===== src/design/sspm_pkg.sv =====
`timescale 1ns / 1ps
package sspm_pkg;

  localparam int unsigned MAX_ROWS     = 1024;
  localparam int unsigned MAX_NONZEROS = 4096;
  localparam int unsigned COLUMN_BITS  = 24;

  localparam int unsigned OP_W       = 2;
  localparam int unsigned ROW_W      = 11;
  localparam int unsigned IDX_W      = 12;
  localparam int unsigned START_W    = 13;
  localparam int unsigned STATUS_W   = 2;
  localparam int unsigned ROW_ADDR_W = $clog2(MAX_ROWS + 1);
  localparam int unsigned COL_ADDR_W = $clog2(MAX_NONZEROS);

  localparam logic [OP_W-1:0] OP_LOAD_START  = 2'd0;
  localparam logic [OP_W-1:0] OP_LOAD_COLUMN = 2'd1;
  localparam logic [OP_W-1:0] OP_MAP         = 2'd2;

  localparam logic [STATUS_W-1:0] ST_OK        = 2'd0;
  localparam logic [STATUS_W-1:0] ST_NOT_FOUND = 2'd1;
  localparam logic [STATUS_W-1:0] ST_RANGE     = 2'd2;

  typedef struct packed {
    logic [OP_W-1:0]        operation;
    logic [ROW_W-1:0]       row;
    logic [IDX_W-1:0]       entry_index;
    logic [COLUMN_BITS-1:0] column;
    logic [START_W-1:0]     offset;
  } item_t;

  typedef struct packed {
    logic [IDX_W-1:0]    y_position;
    logic [STATUS_W-1:0] status;
  } result_t;

  typedef enum logic [2:0] {
    S_IDLE,
    S_EXEC,
    S_ROW_SETUP,
    S_COL_READ,
    S_COL_CMP,
    S_RESPOND
  } state_t;

  typedef struct packed {
    logic                capture;
    logic                load_write;
    logic                row_read;
    logic                row_setup;
    logic                col_read;
    logic                cursor_step;
    logic                set_result;
    logic [STATUS_W-1:0] result_status;
    logic                use_pos;
    logic                push;
  } cmd_t;

  typedef struct packed {
    logic [OP_W-1:0] op;
    logic            load_bad;
    logic            map_bad;
    logic            at_bound;
    logic            col_less;
    logic            col_equal;
    logic            out_free;
  } dp_status_t;

endpackage


===== src/design/sspm_ctrl.sv =====
`timescale 1ns / 1ps
module sspm_ctrl
  import sspm_pkg::*;
(
  input  logic       clk,
  input  logic       rst,
  input  logic       item_valid,
  output logic       item_stall,
  input  dp_status_t status,
  output cmd_t       cmd
);

  state_t state;
  state_t state_next;

  always_ff @(posedge clk) begin
    if (rst) begin
      state <= S_IDLE;
    end else begin
      state <= state_next;
    end
  end

  always_comb begin
    state_next = state;
    unique case (state)
      S_IDLE: begin
        if (item_valid) state_next = S_EXEC;
      end
      S_EXEC: begin
        if (status.op == OP_MAP && !status.map_bad) state_next = S_ROW_SETUP;
        else state_next = S_RESPOND;
      end
      S_ROW_SETUP: begin
        state_next = S_COL_READ;
      end
      S_COL_READ: begin
        if (status.at_bound) state_next = S_RESPOND;
        else state_next = S_COL_CMP;
      end
      S_COL_CMP: begin
        if (status.col_less) state_next = S_COL_READ;
        else state_next = S_RESPOND;
      end
      S_RESPOND: begin
        if (status.out_free) state_next = S_IDLE;
      end
      default: begin
        state_next = S_IDLE;
      end
    endcase
  end

  always_comb begin
    cmd        = '0;
    item_stall = 1'b1;
    unique case (state)
      S_IDLE: begin
        item_stall  = 1'b0;
        cmd.capture = item_valid;
      end
      S_EXEC: begin
        unique case (status.op) inside
          OP_LOAD_START, OP_LOAD_COLUMN: begin
            cmd.load_write    = 1'b1;
            cmd.set_result    = 1'b1;
            cmd.result_status = status.load_bad ? ST_RANGE : ST_OK;
          end
          OP_MAP: begin
            if (status.map_bad) begin
              cmd.set_result    = 1'b1;
              cmd.result_status = ST_RANGE;
            end else begin
              cmd.row_read = 1'b1;
            end
          end
          default: begin
            cmd.set_result    = 1'b1;
            cmd.result_status = ST_OK;
          end
        endcase
      end
      S_ROW_SETUP: begin
        cmd.row_setup = 1'b1;
      end
      S_COL_READ: begin
        if (status.at_bound) begin
          cmd.set_result    = 1'b1;
          cmd.result_status = ST_NOT_FOUND;
        end else begin
          cmd.col_read = 1'b1;
        end
      end
      S_COL_CMP: begin
        if (status.col_less) begin
          cmd.cursor_step = 1'b1;
        end else if (status.col_equal) begin
          cmd.cursor_step   = 1'b1;
          cmd.set_result    = 1'b1;
          cmd.result_status = ST_OK;
          cmd.use_pos       = 1'b1;
        end else begin
          cmd.set_result    = 1'b1;
          cmd.result_status = ST_NOT_FOUND;
        end
      end
      S_RESPOND: begin
        cmd.push = status.out_free;
      end
      default: begin
        cmd = '0;
      end
    endcase
  end

endmodule


===== config.mk =====
export PLATFORM = sky130hd
export DESIGN_NAME = sspm_ctrl
export DESIGN_NICKNAME = d
export VERILOG_FILES = /design/src/design/sspm_pkg.sv /design/src/design/sspm_ctrl.sv
export SDC_FILE = /design/constraint.sdc
export NUM_CORES = 1
export LEC_CHECK = 0
export ABC_AREA = 0
export ABC_CLOCK_PERIOD_IN_PS = 2000
export BUFFER_PORTS_ARGS = -buffer_cell sky130_fd_sc_hd__buf_2
export CORE_AREA = 2 2 39 41
export DETAILED_ROUTE_END_ITERATION = 8
export DIE_AREA = 0 0 41 43
export PLACE_DENSITY = 0.68
export SYNTH_ARGS = -nofsm -noshare
export SYNTH_HDL_FRONTEND = slang
export SYNTH_SLANG_ARGS = --single-unit

===== constraint.sdc =====
create_clock -name clk -period 2 [get_ports clk]
set_input_delay 0.6 -clock clk [delete_from_list [all_inputs] [get_ports clk]]
set_output_delay 0.6 -clock clk [all_outputs]
set_load 0.05 [all_outputs]

-- Word-level counts from Yosys, hierarchy flattened
Cells that the tools add are included.
- equal/unequal tests: 9
- muxes and demuxes: 27
- reduce and logical (&&, ||, !) cells: 6
- operators by type and width (cell ; count):
    $mux 3 ; 6
    $pmux 3 s6 ; 1
    $mux 1 ; 15
    $pmux 3 s3 ; 1
    $eq 3x2->1 const B ; 2
    $eq 3x3->1 const B ; 2
    $pmux 3 s2 ; 1
    $mux 2 ; 2
    $mux 4 ; 1
    $ne 2x2->1 const B ; 2
    $eq 3x1->1 const B ; 1
    $logic_not 3->1 ; 1
    $eq 2x1->1 const B ; 1
    $eq 2x2->1 const B ; 1
    $logic_not 2->1 ; 1
    $reduce_and 2->1 ; 1
    $reduce_or 2->1 ; 1
    $logic_and 1x1->1 ; 1
    $logic_not 1->1 ; 1
- bits in registers: 3
- input bits: 11
- output and inout port bits: 12
- word-level logic and storage cells: 43

-- Depth between registers and ports, before layout
- depth after elaboration: 4
- mapped depth: 4
- mapped depth without buffers: 3

-- Least setup slack after synthesis
OpenSTA, ideal clock, no wires.
- path kind: reg-to-output
- start: register state[2]
- end: output port cmd[10] (netlist name)
- arrival: 1.791 ns
- slack: -0.391 ns
- stages on the path, launching flop included: 4
- path buffers: 1
- cell sequence: dfxtp_1 buf_4 or3_1 nor2_1
- RTL lines (item ; line ; RTL):
    start, declared ; sspm_ctrl.sv:13 ; state_t state;
    start signal, assigned ; sspm_ctrl.sv:20 ; state <= state_next;
    end, declared ; sspm_ctrl.sv:10 ; output cmd_t cmd

==> flow_summary.ini <==
[status]
status = finished, violations left
violations = setup timing

[cells_and_area]
fin_cells = 94
syn2layout_area_growth_pct = 86.6
postLayoutCoreUtil_pct = 50.5
antennaDiodeCount = 0
layout-drive-gt1-share_pct = 66.7
top_register = state
reg_top3 = state: 3 flops
multiInputGateArea_um2 = 318
seqCellArea_um2 = 68.8
fin_nets = 90
largest_reg_flops = 3
n_fill_cell = 146

[critical_path]
cp_top_family = simple AND/OR/NAND/NOR gates
crit_buf_inv = 2
cp_cell_sequence = buf_6 -> or3b_4 -> a21oi_2 -> nand2_2 -> buf_8
cp-end-kind = primary output
worstSetupPathType = primary input to primary output
crit_required_ns = 1.40
worst_setup_path_start_kind = primary input
crit_slowest_cell = or3b_4
max_stage_delay_ns = 0.42
critical_path_peak_fanout = 3
worst_ep_arrival_time_ns = 1.48

[synth]
yosysMostFrequentCell = nand2_1
synth_top_cell_area_share_pct = 16.1
syn_avg_cell_area_um2 = 8.31
ys_types = 28
ys.flop_type = dfxtp_1
yosysWarnings = 0
synth_area_leaders = dfxtp_1, nor4b_4, or3b_4
synthCells = 45
postSynthNetCount = 56
syn-cell-area_um2 = 374
synth.cells.most_frequent = nand2_1, a21oi_1, dfxtp_1, nand2b_1, nor2_1
synth-seq-area-share_pct = 16.1
yosysTopAreaCell = dfxtp_1
ys_ff_latch = 3
async_flop_share_pct = 0
synth_edf_count = 0

[sta]
rsz0062_at_grt = true
fin_crit_sh_pct = 104
final-hold-violation-count = 0
layout_min_cycle_time_ns = 2.08
fin_skew_ns = 0.00196
slew_headroom_pct = 78.9
hold_slack_ns = 0.564
tightest_slew_ns = 0.313
fmaxAchievable_ghz = 0.481
slew_violations = 0
setup_ws_ns = -0.0786
finalSetupViolations = 1

[drt]
drc_errors = 0
ant_nets = 0
first_iter_violations = 7
first_pass_iters = 2
via_count = 471
wirelength_um = 1110
routed_via_density = 5.01
wl_per_cell_um = 11.8

[power]
peakVddDrop_uv = 310
seqPwrFrac_pct = 18.1
switchingPower_mw = 0.196
p_int_mw = 0.257
p_sw_share_pct = 43.3
leakage_nw = 0.337
combPwrFrac_pct = 58.0
p_clk_share_pct = 23.9
powerDensity_nw_per_um2 = 649

[floorplan]
die_x_um = 41
coreArea_um2 = 1380
die-area_um2 = 1760
row_count = 14
pin_count = 23
die_height_um = 43
initial_core_util_pct = 27.0

[cts]
cts.path.max_buffers = 2
clk_latency_ns = 0.23
cts_root_buffer = clkbuf_4
numClockSinks = 3
clk_pin_slew_ns = 0.04
cts_tree = built
cts_buffers = 3
htree_num_levels = 1
cts_hold_buf = 0

[placed_design]
portBuffers = 22
gp_congestion = 0.678
dpl.hpwl_um = 731
pre_cts_ws_ns = -0.178
post-place-cells = 87

[flow_run]
maxCapViolCount = 0

[global_routing]
grt_pass1_vias = 428
grt-ovfl-total = 0
grt_pass1_wl_um = 1700
grt_usage_pct = 14.1
antenna_found_initial = 0
grt_max_degree = 14

[min_path]
hold_path_class = primary input to register
==> cell type report <==
class                      instances  area share [%]
timing repair buffer              32            36.9
inverter                           2            1.08
clock buffer                       4            3.76
tap                               16            2.87
multi-input combinational         37            45.5
sequential                         3            9.86
==> layout by cell type, fill, tap and decap left out, types with 2 or more instances in the layout <==
master,synthesis,layout
or3b_4,2,2
nor2_2,0,2
a21oi_1,4,2
a21oi_2,0,2
buf_6,1,10
dfxtp_4,0,2
inv_1,2,2
nand2_1,5,4
clkbuf_4,0,5
nor3b_2,1,3
buf_4,1,8
nand2b_1,3,3
buf_2,1,10
a211oi_1,2,2
==> final timing paths <==
check                 start  endpoint  slack [ns]  depth (start not counted)
hold / removal          rst  state[0]        0.56                          2
hold reg to reg    state[0]  state[0]        0.59                          2
setup / recovery  status[6]    cmd[4]       -0.08                          5
setup reg to reg   state[1]  state[0]        0.59                          4
==> power groups by stage <==
stage	registers [mW]	clock network, mW	logic [mW]
after floorplan	0.0712	0	0.176
after global placement	0.0820	0	0.219
after detailed placement	0.0820	0	0.220
after CTS	0.0826	0.111	0.244
after global routing	0.0842	0.116	0.281
final	0.0823	0.108	0.263
==> repair_timing <==
item	CTS	global route
setup buffers	1	2
pin swaps	4	1
endpoints found under the setup margin	9	9
resized for setup	15	15
==> routing by layer <==
metal / global-route usage (%) / wire length (um)
met5: 0 / 0
met4: 12.0 / 25
met3: 0.524 / 53
met2: 22.8 / 577
met1: 15.7 / 453
==> logic make-up (layout without fill, tap and decap cells) <==
group                  after synthesis  count (layout)  synth area share [%]
AO/OA/AOI/OAI                       12              12                  25.4
flip-flops                           3               3                  16.1
AND/OR/NAND/NOR                     25              25                  50.2
buffers and inverters                5              38                  8.36
==> per-stage QoR <==
stage	setup TNS, ns	power [mW]	cell area, um2
4_1_cts	-0.105	0.437	633
6_report	-0.0786	0.453	698
2_1_floorplan	-0.169	0.247	398
3_3_place_gp	-0.249	0.301	557
5_1_grt	-0.143	0.481	698
3_5_place_dp	-0.297	0.302	557
Note: power is estimated with default switching activity, not from simulation.
